File: src/msrr_pkg.sv
// shared types, constants and crc function of the modbus responder core
package msrr_pkg;

   localparam int NUM_REGS_DEFAULT = 5;
   localparam int QUEUE_DEPTH      = 2;
   localparam int HDR_BYTES        = 6;

   localparam logic [7:0]  SLAVE_ADDR_RESET = 8'h01;
   localparam logic [7:0]  FN_READ          = 8'h03;
   localparam logic [7:0]  FN_WRITE         = 8'h06;
   localparam logic [7:0]  FN_EXC_FLAG      = 8'h80;
   localparam logic [7:0]  EXC_ILLEGAL_FN   = 8'h01;
   localparam logic [7:0]  EXC_ILLEGAL_ADDR = 8'h02;
   localparam logic [7:0]  FLAG_READ_BYTES  = 8'h02;
   localparam logic [7:0]  MAX_READ         = 8'h05;
   localparam logic [7:0]  MIN_FRAME_LEN    = 8'd4;
   localparam logic [7:0]  RW_FRAME_LEN     = 8'd8;
   localparam logic [7:0]  COUNT_MAX        = 8'hFF;
   localparam logic [15:0] CRC_INIT         = 16'hFFFF;
   localparam logic [15:0] CRC_POLY         = 16'hA001;

   // reply lengths in beats, crc included
   localparam logic [3:0] EXC_REPLY_LEN   = 4'd5;
   localparam logic [3:0] READ_BASE_LEN   = 4'd5;
   localparam logic [3:0] FLAG_REPLY_LEN  = 4'd7;
   localparam logic [3:0] WRITE_REPLY_LEN = 4'd8;
   localparam logic [3:0] CRC_BYTES       = 4'd2;

   typedef struct packed {
      logic [7:0] rx_byte;
      logic       frame_end;
   } msrr_req_type;

   typedef struct packed {
      logic [7:0] tx_byte;
      logic       tx_last;
      logic       buzzer_on;
   } msrr_rsp_type;

   typedef enum logic [2:0] {
      JOB_EXC_FN,
      JOB_EXC_ADDR,
      JOB_READ,
      JOB_READ_FLAG,
      JOB_WRITE_REG,
      JOB_WRITE_FLAG
   } msrr_job_kind_type;

   // hdr[0] address, hdr[1] function, hdr[2..3] start, hdr[4..5] quantity or value
   typedef struct packed {
      msrr_job_kind_type           kind;
      logic [HDR_BYTES-1:0][7:0]   hdr;
   } msrr_job_type;

   function automatic logic [15:0] crc_feed(input logic [15:0] crc_in, input logic [7:0] data);
      logic [15:0] c;
      c = crc_in ^ {8'h00, data};
      for (int k = 0; k < 8; k++) begin
         c = c[0] ? ((c >> 1) ^ CRC_POLY) : (c >> 1);
      end
      return c;
   endfunction

endpackage

File: src/msrr_queue.sv
// two-entry job queue between the frame front end and the reply back end
module msrr_queue (
   input  logic                  clock,
   input  logic                  reset,
   input  logic                  push_valid,
   input  msrr_pkg::msrr_job_type push_data,
   input  logic                  pop,
   output logic                  full,
   output logic                  job_valid,
   output msrr_pkg::msrr_job_type job_data
);

   localparam int DEPTH = msrr_pkg::QUEUE_DEPTH;
   localparam int PTR_W = (DEPTH > 1) ? $clog2(DEPTH) : 1;
   localparam int CNT_W = $clog2(DEPTH + 1);

   msrr_pkg::msrr_job_type entry_ff [DEPTH];
   logic [PTR_W-1:0] wr_ptr_ff, rd_ptr_ff;
   logic [CNT_W-1:0] count_ff;
   logic             do_push, do_pop;

   assign full      = (count_ff == CNT_W'(DEPTH));
   assign job_valid = (count_ff != '0);
   assign job_data  = entry_ff[rd_ptr_ff];
   assign do_push   = push_valid && !full;
   assign do_pop    = pop && job_valid;

   always_ff @(posedge clock) begin
      if (reset) begin
         wr_ptr_ff <= '0;
         rd_ptr_ff <= '0;
         count_ff  <= '0;
      end else begin
         if (do_push) begin
            wr_ptr_ff <= (wr_ptr_ff == PTR_W'(DEPTH - 1)) ? '0 : wr_ptr_ff + 1'b1;
         end
         if (do_pop) begin
            rd_ptr_ff <= (rd_ptr_ff == PTR_W'(DEPTH - 1)) ? '0 : rd_ptr_ff + 1'b1;
         end
         if (do_push && !do_pop) begin
            count_ff <= count_ff + 1'b1;
         end else if (do_pop && !do_push) begin
            count_ff <= count_ff - 1'b1;
         end
      end
   end

   always_ff @(posedge clock) begin
      if (do_push) begin
         entry_ff[wr_ptr_ff] <= push_data;
      end
   end

endmodule

File: src/msrr_front.sv
// frame front end: collects bytes, checks address and crc, classifies the request
module msrr_front #(
   parameter int NUM_REGS = msrr_pkg::NUM_REGS_DEFAULT
) (
   input  logic                   clock,
   input  logic                   reset,
   input  logic                   req_valid,
   output logic                   req_stall,
   input  msrr_pkg::msrr_req_type req_data,
   input  logic                   csr_valid,
   output logic                   csr_ready,
   input  logic [7:0]             csr_data,
   input  logic                   queue_full,
   output logic                   push_valid,
   output msrr_pkg::msrr_job_type push_data
);

   localparam int HB = msrr_pkg::HDR_BYTES;

   logic [7:0]  slave_addr_ff;
   logic [7:0]  hdr_ff [HB];
   logic [7:0]  hdr_cur [HB];
   logic [15:0] trail_ff;
   logic [15:0] crc_ff, crc_cur;
   logic [7:0]  count_ff, count_in;
   logic [15:0] rx_crc;
   logic        accept, keep;
   logic [8:0]  read_end;
   logic        qty_ok;
   msrr_pkg::msrr_job_kind_type kind;

   assign req_stall = queue_full;
   assign csr_ready = 1'b1;
   assign accept    = req_valid && !queue_full;

   always_comb begin
      for (int i = 0; i < HB; i++) begin
         hdr_cur[i] = (count_ff == 8'(i)) ? req_data.rx_byte : hdr_ff[i];
      end
   end

   assign count_in = (count_ff == msrr_pkg::COUNT_MAX) ? count_ff : count_ff + 8'd1;
   // crc trails two bytes behind so the received crc stays out of it
   assign crc_cur  = (count_ff >= 8'd2) ? msrr_pkg::crc_feed(crc_ff, trail_ff[15:8]) : crc_ff;
   assign rx_crc   = {req_data.rx_byte, trail_ff[7:0]};
   assign read_end = {1'b0, hdr_cur[3]} + {1'b0, hdr_cur[5]};
   assign qty_ok   = (hdr_cur[4] == 8'h00) && (hdr_cur[5] != 8'h00) &&
                     (hdr_cur[5] <= msrr_pkg::MAX_READ) && (read_end <= 9'(NUM_REGS));

   always_comb begin
      keep = 1'b1;
      kind = msrr_pkg::JOB_EXC_FN;
      priority if (count_in < msrr_pkg::MIN_FRAME_LEN || hdr_cur[0] == 8'h00 ||
                   hdr_cur[0] != slave_addr_ff || rx_crc != crc_cur) begin
         keep = 1'b0;
      end else if (hdr_cur[1] != msrr_pkg::FN_READ && hdr_cur[1] != msrr_pkg::FN_WRITE) begin
         kind = msrr_pkg::JOB_EXC_FN;
      end else if (count_in != msrr_pkg::RW_FRAME_LEN) begin
         keep = 1'b0;
      end else if (hdr_cur[2] != 8'h00) begin
         kind = msrr_pkg::JOB_EXC_ADDR;
      end else if (hdr_cur[1] == msrr_pkg::FN_READ) begin
         priority if (hdr_cur[3] < 8'(NUM_REGS)) begin
            kind = qty_ok ? msrr_pkg::JOB_READ : msrr_pkg::JOB_EXC_ADDR;
         end else if (hdr_cur[3] == 8'(NUM_REGS)) begin
            kind = msrr_pkg::JOB_READ_FLAG;
         end else begin
            kind = msrr_pkg::JOB_EXC_ADDR;
         end
      end else begin
         priority if (hdr_cur[3] < 8'(NUM_REGS)) begin
            kind = msrr_pkg::JOB_WRITE_REG;
         end else if (hdr_cur[3] == 8'(NUM_REGS)) begin
            kind = msrr_pkg::JOB_WRITE_FLAG;
         end else begin
            kind = msrr_pkg::JOB_EXC_ADDR;
         end
      end
   end

   assign push_valid = accept && req_data.frame_end && keep;

   always_comb begin
      push_data.kind = kind;
      for (int i = 0; i < HB; i++) begin
         push_data.hdr[i] = hdr_cur[i];
      end
   end

   always_ff @(posedge clock) begin
      if (reset) begin
         slave_addr_ff <= msrr_pkg::SLAVE_ADDR_RESET;
         count_ff      <= '0;
         crc_ff        <= msrr_pkg::CRC_INIT;
         trail_ff      <= '0;
      end else begin
         if (csr_valid) begin
            slave_addr_ff <= csr_data;
         end
         if (accept) begin
            if (req_data.frame_end) begin
               count_ff <= '0;
               crc_ff   <= msrr_pkg::CRC_INIT;
               trail_ff <= '0;
            end else begin
               count_ff <= count_in;
               crc_ff   <= crc_cur;
               trail_ff <= {trail_ff[7:0], req_data.rx_byte};
            end
         end
      end
   end

   always_ff @(posedge clock) begin
      if (accept && count_ff < 8'(HB)) begin
         hdr_ff[count_ff[2:0]] <= req_data.rx_byte;
      end
   end

endmodule

File: src/msrr_back.sv
// reply back end: owns registers and flag, builds reply beats with their crc
module msrr_back #(
   parameter int NUM_REGS = msrr_pkg::NUM_REGS_DEFAULT
) (
   input  logic                   clock,
   input  logic                   reset,
   input  logic                   job_valid,
   input  msrr_pkg::msrr_job_type job_data,
   output logic                   pop,
   output logic                   rsp_valid,
   input  logic                   rsp_stall,
   output msrr_pkg::msrr_rsp_type rsp_data
);

   localparam int REG_AW = (NUM_REGS > 1) ? $clog2(NUM_REGS) : 1;

   typedef enum logic [1:0] {ST_IDLE, ST_ISSUE, ST_EMIT} state_type;

   state_type              state_ff;
   msrr_pkg::msrr_job_type job_ff;
   logic [3:0]             idx_ff, len_ff, len_in, body_len;
   logic [15:0]            crc_ff;
   logic                   flag_ff;
   logic                   rsp_valid_ff;
   msrr_pkg::msrr_rsp_type rsp_data_ff;

   logic [7:0]        reg_mem [NUM_REGS];
   logic              reg_valid_ff [NUM_REGS];
   logic [7:0]        rd_data_ff;
   logic              rd_vld_ff;
   logic [7:0]        rd_sum, rd_off;
   logic [REG_AW-1:0] rd_addr, wr_addr;
   logic              rd_in_range, wr_en;

   logic [7:0] reg_byte, beat_byte;
   logic       load_ok, load_beat;

   assign pop       = (state_ff == ST_IDLE) && job_valid;
   assign rsp_valid = rsp_valid_ff;
   assign rsp_data  = rsp_data_ff;
   assign load_ok   = !rsp_valid_ff || !rsp_stall;
   assign load_beat = (state_ff == ST_EMIT) && load_ok;
   assign body_len  = len_ff - msrr_pkg::CRC_BYTES;

   // register index for the data beat at idx: start + (idx - 3) / 2
   assign rd_off      = ({4'h0, idx_ff} - 8'd3) >> 1;
   assign rd_sum      = job_ff.hdr[3] + rd_off;
   assign rd_addr     = rd_sum[REG_AW-1:0];
   assign rd_in_range = (rd_sum < 8'(NUM_REGS));

   assign wr_en   = pop && (job_data.kind == msrr_pkg::JOB_WRITE_REG);
   assign wr_addr = job_data.hdr[3][REG_AW-1:0];

   always_comb begin
      unique case (job_data.kind)
         msrr_pkg::JOB_READ:       len_in = msrr_pkg::READ_BASE_LEN +
                                            4'({job_data.hdr[5][2:0], 1'b0});
         msrr_pkg::JOB_READ_FLAG:  len_in = msrr_pkg::FLAG_REPLY_LEN;
         msrr_pkg::JOB_WRITE_REG,
         msrr_pkg::JOB_WRITE_FLAG: len_in = msrr_pkg::WRITE_REPLY_LEN;
         default:                  len_in = msrr_pkg::EXC_REPLY_LEN;
      endcase
   end

   assign reg_byte = rd_vld_ff ? rd_data_ff : 8'h00;

   always_comb begin
      beat_byte = 8'h00;
      priority if (idx_ff == body_len) begin
         beat_byte = crc_ff[7:0];
      end else if (idx_ff > body_len) begin
         beat_byte = crc_ff[15:8];
      end else begin
         unique case (job_ff.kind)
            msrr_pkg::JOB_EXC_FN, msrr_pkg::JOB_EXC_ADDR: begin
               priority if (idx_ff == 4'd0) beat_byte = job_ff.hdr[0];
               else if (idx_ff == 4'd1) beat_byte = job_ff.hdr[1] | msrr_pkg::FN_EXC_FLAG;
               else if (job_ff.kind == msrr_pkg::JOB_EXC_FN) beat_byte = msrr_pkg::EXC_ILLEGAL_FN;
               else beat_byte = msrr_pkg::EXC_ILLEGAL_ADDR;
            end
            msrr_pkg::JOB_READ: begin
               priority if (idx_ff == 4'd0) beat_byte = job_ff.hdr[0];
               else if (idx_ff == 4'd1) beat_byte = msrr_pkg::FN_READ;
               else if (idx_ff == 4'd2) beat_byte = {job_ff.hdr[5][6:0], 1'b0};
               else if (idx_ff[0]) beat_byte = 8'h00;
               else beat_byte = reg_byte;
            end
            msrr_pkg::JOB_READ_FLAG: begin
               priority if (idx_ff == 4'd0) beat_byte = job_ff.hdr[0];
               else if (idx_ff == 4'd1) beat_byte = msrr_pkg::FN_READ;
               else if (idx_ff == 4'd2) beat_byte = msrr_pkg::FLAG_READ_BYTES;
               else if (idx_ff == 4'd3) beat_byte = 8'h00;
               else beat_byte = {7'h00, flag_ff};
            end
            msrr_pkg::JOB_WRITE_REG, msrr_pkg::JOB_WRITE_FLAG: begin
               beat_byte = job_ff.hdr[idx_ff[2:0]];
            end
            default: beat_byte = 8'h00;
         endcase
      end
   end

   // register file with per-entry valid bits, unwritten entries read as zero
   always_ff @(posedge clock) begin
      if (wr_en) begin
         reg_mem[wr_addr] <= job_data.hdr[5];
      end
      rd_data_ff <= reg_mem[rd_addr];
   end

   always_ff @(posedge clock) begin
      if (reset) begin
         for (int i = 0; i < NUM_REGS; i++) begin
            reg_valid_ff[i] <= 1'b0;
         end
         rd_vld_ff <= 1'b0;
      end else begin
         if (wr_en) begin
            reg_valid_ff[wr_addr] <= 1'b1;
         end
         rd_vld_ff <= rd_in_range && reg_valid_ff[rd_addr];
      end
   end

   always_ff @(posedge clock) begin
      if (reset) begin
         state_ff     <= ST_IDLE;
         flag_ff      <= 1'b0;
         rsp_valid_ff <= 1'b0;
         idx_ff       <= '0;
         len_ff       <= msrr_pkg::EXC_REPLY_LEN;
         crc_ff       <= msrr_pkg::CRC_INIT;
      end else begin
         if (load_beat) begin
            rsp_valid_ff <= 1'b1;
         end else if (rsp_valid_ff && !rsp_stall) begin
            rsp_valid_ff <= 1'b0;
         end
         unique case (state_ff)
            ST_IDLE: begin
               if (job_valid) begin
                  job_ff <= job_data;
                  idx_ff <= '0;
                  len_ff <= len_in;
                  crc_ff <= msrr_pkg::CRC_INIT;
                  if (job_data.kind == msrr_pkg::JOB_WRITE_FLAG) begin
                     flag_ff <= (job_data.hdr[5] != 8'h00);
                  end
                  state_ff <= ST_ISSUE;
               end
            end
            ST_ISSUE: begin
               state_ff <= ST_EMIT;
            end
            ST_EMIT: begin
               if (load_ok) begin
                  rsp_data_ff.tx_byte   <= beat_byte;
                  rsp_data_ff.tx_last   <= (idx_ff == len_ff - 4'd1);
                  rsp_data_ff.buzzer_on <= flag_ff;
                  if (idx_ff < body_len) begin
                     crc_ff <= msrr_pkg::crc_feed(crc_ff, beat_byte);
                  end
                  idx_ff   <= idx_ff + 4'd1;
                  state_ff <= (idx_ff == len_ff - 4'd1) ? ST_IDLE : ST_ISSUE;
               end
            end
            default: state_ff <= ST_IDLE;
         endcase
      end
   end

endmodule

File: src/modbus_slave_register_responder_core.sv
// top level of the modbus rtu slave register responder core
// modbus rtu slave responder: takes received frame bytes one beat at a time on
// req_, with frame_end set on the last byte of each frame, and answers valid
// frames addressed to it with a reply burst on rsp_ ending in its crc-16 (low
// byte first, tx_last on the final beat). frames with the wrong or broadcast
// address, a bad crc, or a bad length are dropped with no reply. function 3
// reads a run of holding registers or, at index NUM_REGS, the buzzer flag;
// function 6 writes one of them and echoes the request; other functions get
// exception 1, out-of-range addresses or quantities exception 2. received
// bytes are taken whenever req_stall is low; the front end checks the frame
// on its last byte and queues a job in a two-entry queue, and req_stall is
// high only while that queue is full. the idle back end takes a job, then
// builds each reply beat in an issue state (register read) and an emit state
// (output load) that waits on rsp_stall; replies have 5 to 15 beats. the
// slave address is written on csr_ (reset value 1), csr_ready is always high.
// registers reset to zero through per-entry valid bits, no clearing pass
module modbus_slave_register_responder_core #(
   parameter int NUM_REGS = msrr_pkg::NUM_REGS_DEFAULT
) (
   input  logic                   clock,
   input  logic                   reset,
   // received byte beats
   input  logic                   req_valid,
   output logic                   req_stall,
   input  msrr_pkg::msrr_req_type req_data,
   // reply byte beats
   output logic                   rsp_valid,
   input  logic                   rsp_stall,
   output msrr_pkg::msrr_rsp_type rsp_data,
   // slave address write port
   input  logic                   csr_valid,
   output logic                   csr_ready,
   input  logic [7:0]             csr_data
);

   // jobs from the frame checker to the reply builder
   logic                   push_valid;
   msrr_pkg::msrr_job_type push_data;
   logic                   queue_full;
   logic                   job_valid;
   msrr_pkg::msrr_job_type job_data;
   logic                   pop;

   // front end: frame capture, address and crc check, request decode
   msrr_front #(.NUM_REGS(NUM_REGS)) u_front (
      .clock      (clock),
      .reset      (reset),
      .req_valid  (req_valid),
      .req_stall  (req_stall),
      .req_data   (req_data),
      .csr_valid  (csr_valid),
      .csr_ready  (csr_ready),
      .csr_data   (csr_data),
      .queue_full (queue_full),
      .push_valid (push_valid),
      .push_data  (push_data)
   );

   // decouples frame intake from reply output
   msrr_queue u_queue (
      .clock      (clock),
      .reset      (reset),
      .push_valid (push_valid),
      .push_data  (push_data),
      .pop        (pop),
      .full       (queue_full),
      .job_valid  (job_valid),
      .job_data   (job_data)
   );

   // back end: register writes, reply beats and reply crc
   msrr_back #(.NUM_REGS(NUM_REGS)) u_back (
      .clock     (clock),
      .reset     (reset),
      .job_valid (job_valid),
      .job_data  (job_data),
      .pop       (pop),
      .rsp_valid (rsp_valid),
      .rsp_stall (rsp_stall),
      .rsp_data  (rsp_data)
   );

endmodule

File: config.mk
export PLATFORM = sky130hd
export DESIGN_NAME = modbus_slave_register_responder_core
export DESIGN_NICKNAME = d
export VERILOG_FILES = /design/src/msrr_pkg.sv /design/src/msrr_queue.sv /design/src/msrr_front.sv /design/src/msrr_back.sv /design/src/modbus_slave_register_responder_core.sv
export SDC_FILE = /design/constraint.sdc
export NUM_CORES = 1
export LEC_CHECK = 0
export BUFFER_PORTS_ARGS = -buffer_cell sky130_fd_sc_hd__buf_2
export CELL_PAD_IN_SITES_DETAIL_PLACEMENT = 0
export CELL_PAD_IN_SITES_GLOBAL_PLACEMENT = 1
export CORE_ASPECT_RATIO = 1.2
export CORE_MARGIN = 1
export CORE_UTILIZATION = 36
export CTS_BUF_LIST = sky130_fd_sc_hd__clkbuf_8
export CTS_CLUSTER_SIZE = 24
export DETAILED_ROUTE_END_ITERATION = 8
export GPL_ROUTABILITY_DRIVEN = 1
export PLACE_DENSITY_LB_ADDON = 0.15
export SLEW_MARGIN = 10
export SYNTH_ARGS = -nofsm -noshare
export SYNTH_HDL_FRONTEND = slang
export SYNTH_SLANG_ARGS = --single-unit
File: constraint.sdc
create_clock -name clock -period 6.2 [get_ports clock]
set_input_delay 0.62 -clock clock [delete_from_list [all_inputs] [get_ports clock]]
set_output_delay 0.62 -clock clock [all_outputs]
set_load 0.01 [all_outputs]
==> impl_metrics.yaml <==
global_routing:
  antenna_found_initial: 1
  grt_usage: 0.1758
  grt_pass1_wl_um: 60690
  grt_pass1_vias: 10020
  gr-total-overflow: 0
  grt_max_degree: 52
clock_network:
  cts_tree: "yes"
  cts_inserted_buffers: 58
  clock_latency_ns: 0.64
  htreeDepth: 2
  root_buffer: "clkbuf_8"
  path_clk_slew_ns: 0.06
  postCtsResizedCells: 0
  cts_setup_buffers: 0
  ctsHoldBuffers: 0
  numClockSinks: 346
  cts_buffer_depth: 3
detailed_routing:
  wl_per_cell_um: 20.48
  dr_total_vias: 9963
  drc: 0
  firstDrtPassIters: 5
  detail-route-antenna-nets: 0
  drt_iter0_markers: 469
  wl_um: 39580
  vias_per_cell: 5.157
timing:
  drv_slew: 0
  tns_ns: 0
  rsz0062_at_grt: "false"
  hold_viol_final: 0
  finalCritPeriodShare: 0.7719
  setup_viol: 0
  setup_ws_ns: 1.414
  tightest_slew_ns: 1.183
  fin_crit_ns: 4.786
  relSlewSlack: 0.2096
  fin_skew_ns: 0.02067
  fmax_ghz: 0.2090
placement:
  dp_hpwl_um: 27370
  routabilityCongestion: 0.8116
  post-place-ws_ns: 1.349
  port_buffers: 33
min_path:
  hold_depth: 2
  hold_path_class: "in2reg"
yosys:
  synth_edf_count: 251
  synth_async_sr_flop_share: 0
  synth.distinct_cells: 82
  ys.warnings.count: 0
  syn_inst: 1281
  avgSynthCellArea_um2: 12.57
  synthFlopType: "edfxtp_1"
  mappedNetlistArea_um2: 16100
  seq_area_frac_synth: 0.5864
  ys_ff_latch: 346
  synth_fp_nets: 1332
floorplan:
  fp.dieH_um: 233.6
  rows: 84
  fp.dieArea_um2: 45570
  fp.dieW_um: 195.0
  core_um2: 43930
  ios: 35
  initial_core_util: 0.3664
setup_path:
  max_stage_delay_ns: 0.79
  critPathRequiredTime_ns: 6.45
  end_kind: "flip-flop"
  crit_slowest_cell: "nor4_4"
  cp-start-kind: "flip-flop"
  crit_fanout: 51
  critPathBufInv: 1
  cp.depth: 10
  critical_path_class: "reg2reg"
  worst_r2r_path_depth: 10
  critPathTopFamily: "simple AND/OR/NAND/NOR gates"
  crit_chain: "or4_4, nor4_4, mux2i_1, xnor2_1, nor4_1, nand4_1, or4b_4, nor2_1, and2_2, buf_4"
  crit_arrival_ns: 5.04
finish:
  layout_common_cells: "251 x edfxtp_1, 109 x mux2_2, 108 x nor2_1"
  antenna_cells: 0
  area_growth_pct: 11.66
  final_common_cell: "edfxtp_1"
  multi_input_area_um2: 6262
  n_fill_cell: 4161
  fin_nets: 1375
  drive_gt1_frac: 0.1959
  seq_area_um2: 9440
run:
  cap_violations: 0
power_and_ir_drop:
  p_per_area_nw_per_um2: 330.0
  finalPower_uw: 5930
  ir_drop_mv: 0.1377
  leakage_uw: 0.006403
run_status:
  status: "finished, final reports clean"
flip-flops by register name, indices dropped and copies added, names as in the netlist, 10 cells and up, named ones only:
| signal | count |
|---|---|
| u_front.hdr_ff | 48 |
| u_back.reg_mem | 40 |
| u_front.crc_ff | 16 |
| u_back.job_ff | 51 |
| u_front.trail_ff | 16 |
| u_queue.entry_ff | 102 |
| u_back.crc_ff | 16 |
| u_back.rsp_data | 10 |
per-stage QoR:
stage,hold slack [ns],utilization,std cells,area [um^2]
finish,0.1965,0.4091,1932,17970
global route,0.1470,0.4091,1932,17970
CTS,0.1407,0.4091,1932,17970
detailed placement,0.4557,0.3831,1823,16830
global placement,0.4454,0.3831,1823,16830
floorplan,0.4310,-,1281,16100
per-layer routing:
metal | up-vias | track usage | wire (um)
met5 | - | 0 | 15
met4 | 2 | 0.05487 | 898
met3 | 64 | 0.03509 | 1428
met2 | 171 | 0.3177 | 20260
met1 | 4868 | 0.2087 | 16980
li1 | 4858 | - | -
cells by family after synthesis:
group                      synth area share
and+or+nand+nor                      0.1177
AOI/OAI and AO/OA                   0.07478
adders and majority gates           0.02495
xor gates and xnor gates            0.05348
muxes                                0.1167
DFF                                  0.5864
buffers and inverters               0.02581
other                             0.0002330
Yosys cell counts (4+ instances only):
| master | count | area, um^2 |
|---|---|---|
| nor4bb_1 | 6 | 60.06 |
| a21o_1 | 4 | 30.03 |
| buf_6 | 4 | 45.04 |
| and3_1 | 7 | 43.79 |
| nor4_1 | 13 | 81.33 |
| o21ai_0 | 31 | 155.2 |
| nand4_1 | 6 | 37.54 |
| dfxtp_1 | 95 | 1902 |
| mux2_2 | 109 | 1227 |
| a22o_1 | 4 | 35.03 |
| xor2_1 | 32 | 280.3 |
| and2_1 | 4 | 25.02 |
| o221ai_1 | 4 | 35.03 |
| edfxtp_1 | 251 | 7537 |
| xnor3_1 | 4 | 90.09 |
| ha_1 | 28 | 350.3 |
| or2_2 | 4 | 25.02 |
| nor3_1 | 24 | 120.1 |
| buf_1 | 9 | 33.78 |
| or4_1 | 10 | 75.07 |
| a21oi_1 | 61 | 305.3 |
| nor2b_1 | 8 | 50.05 |
| nor3b_1 | 6 | 45.04 |
| a32oi_1 | 7 | 61.31 |
| o31ai_1 | 4 | 30.03 |
| xnor2_1 | 56 | 490.5 |
| a31oi_1 | 13 | 81.33 |
| mux4_2 | 12 | 270.3 |
| nand3b_1 | 19 | 142.6 |
| nand3_1 | 24 | 120.1 |
| or3_1 | 4 | 25.02 |
| clkbuf_1 | 53 | 198.9 |
| nor2_1 | 109 | 409.1 |
| inv_1 | 30 | 112.6 |
| mux2i_1 | 38 | 380.4 |
| o21bai_1 | 7 | 52.55 |
| nand2_1 | 85 | 319.1 |
| nand2b_1 | 17 | 106.4 |
| o211ai_1 | 10 | 75.07 |
| a22oi_1 | 9 | 67.56 |
| o22ai_1 | 5 | 31.28 |
where the power goes:
group	total, uW	internal [uW]	switching, uW
Sequential	2850	2710	142
Clock	1980	1080	905
Combinational	1100	442	657
Total	5930	4230	1700
final cells by class:
| type | instances | share of cell area |
|---|---|---|
| sequential | 346 | 0.5252 |
| multi-input combinational | 835 | 0.3484 |
| clock buffer | 65 | 0.04977 |
| tap | 559 | 0.03891 |
| timing repair buffer | 53 | 0.01754 |
| clock inverter | 44 | 0.01385 |
| inverter | 30 | 0.006265 |
final timing paths:
kind                          start                        to  slack (ns)
max             u_front.count_ff[4]   u_queue.entry_ff[1][25]        1.41
max reg2reg     u_front.count_ff[4]   u_queue.entry_ff[1][25]        1.41
min                     csr_data[0]  u_front.slave_addr_ff[0]        0.20
min reg2reg  u_back.reg_valid_ff[0]    u_back.reg_valid_ff[0]        0.46
Note: power is estimated with default switching activity, not from simulation.
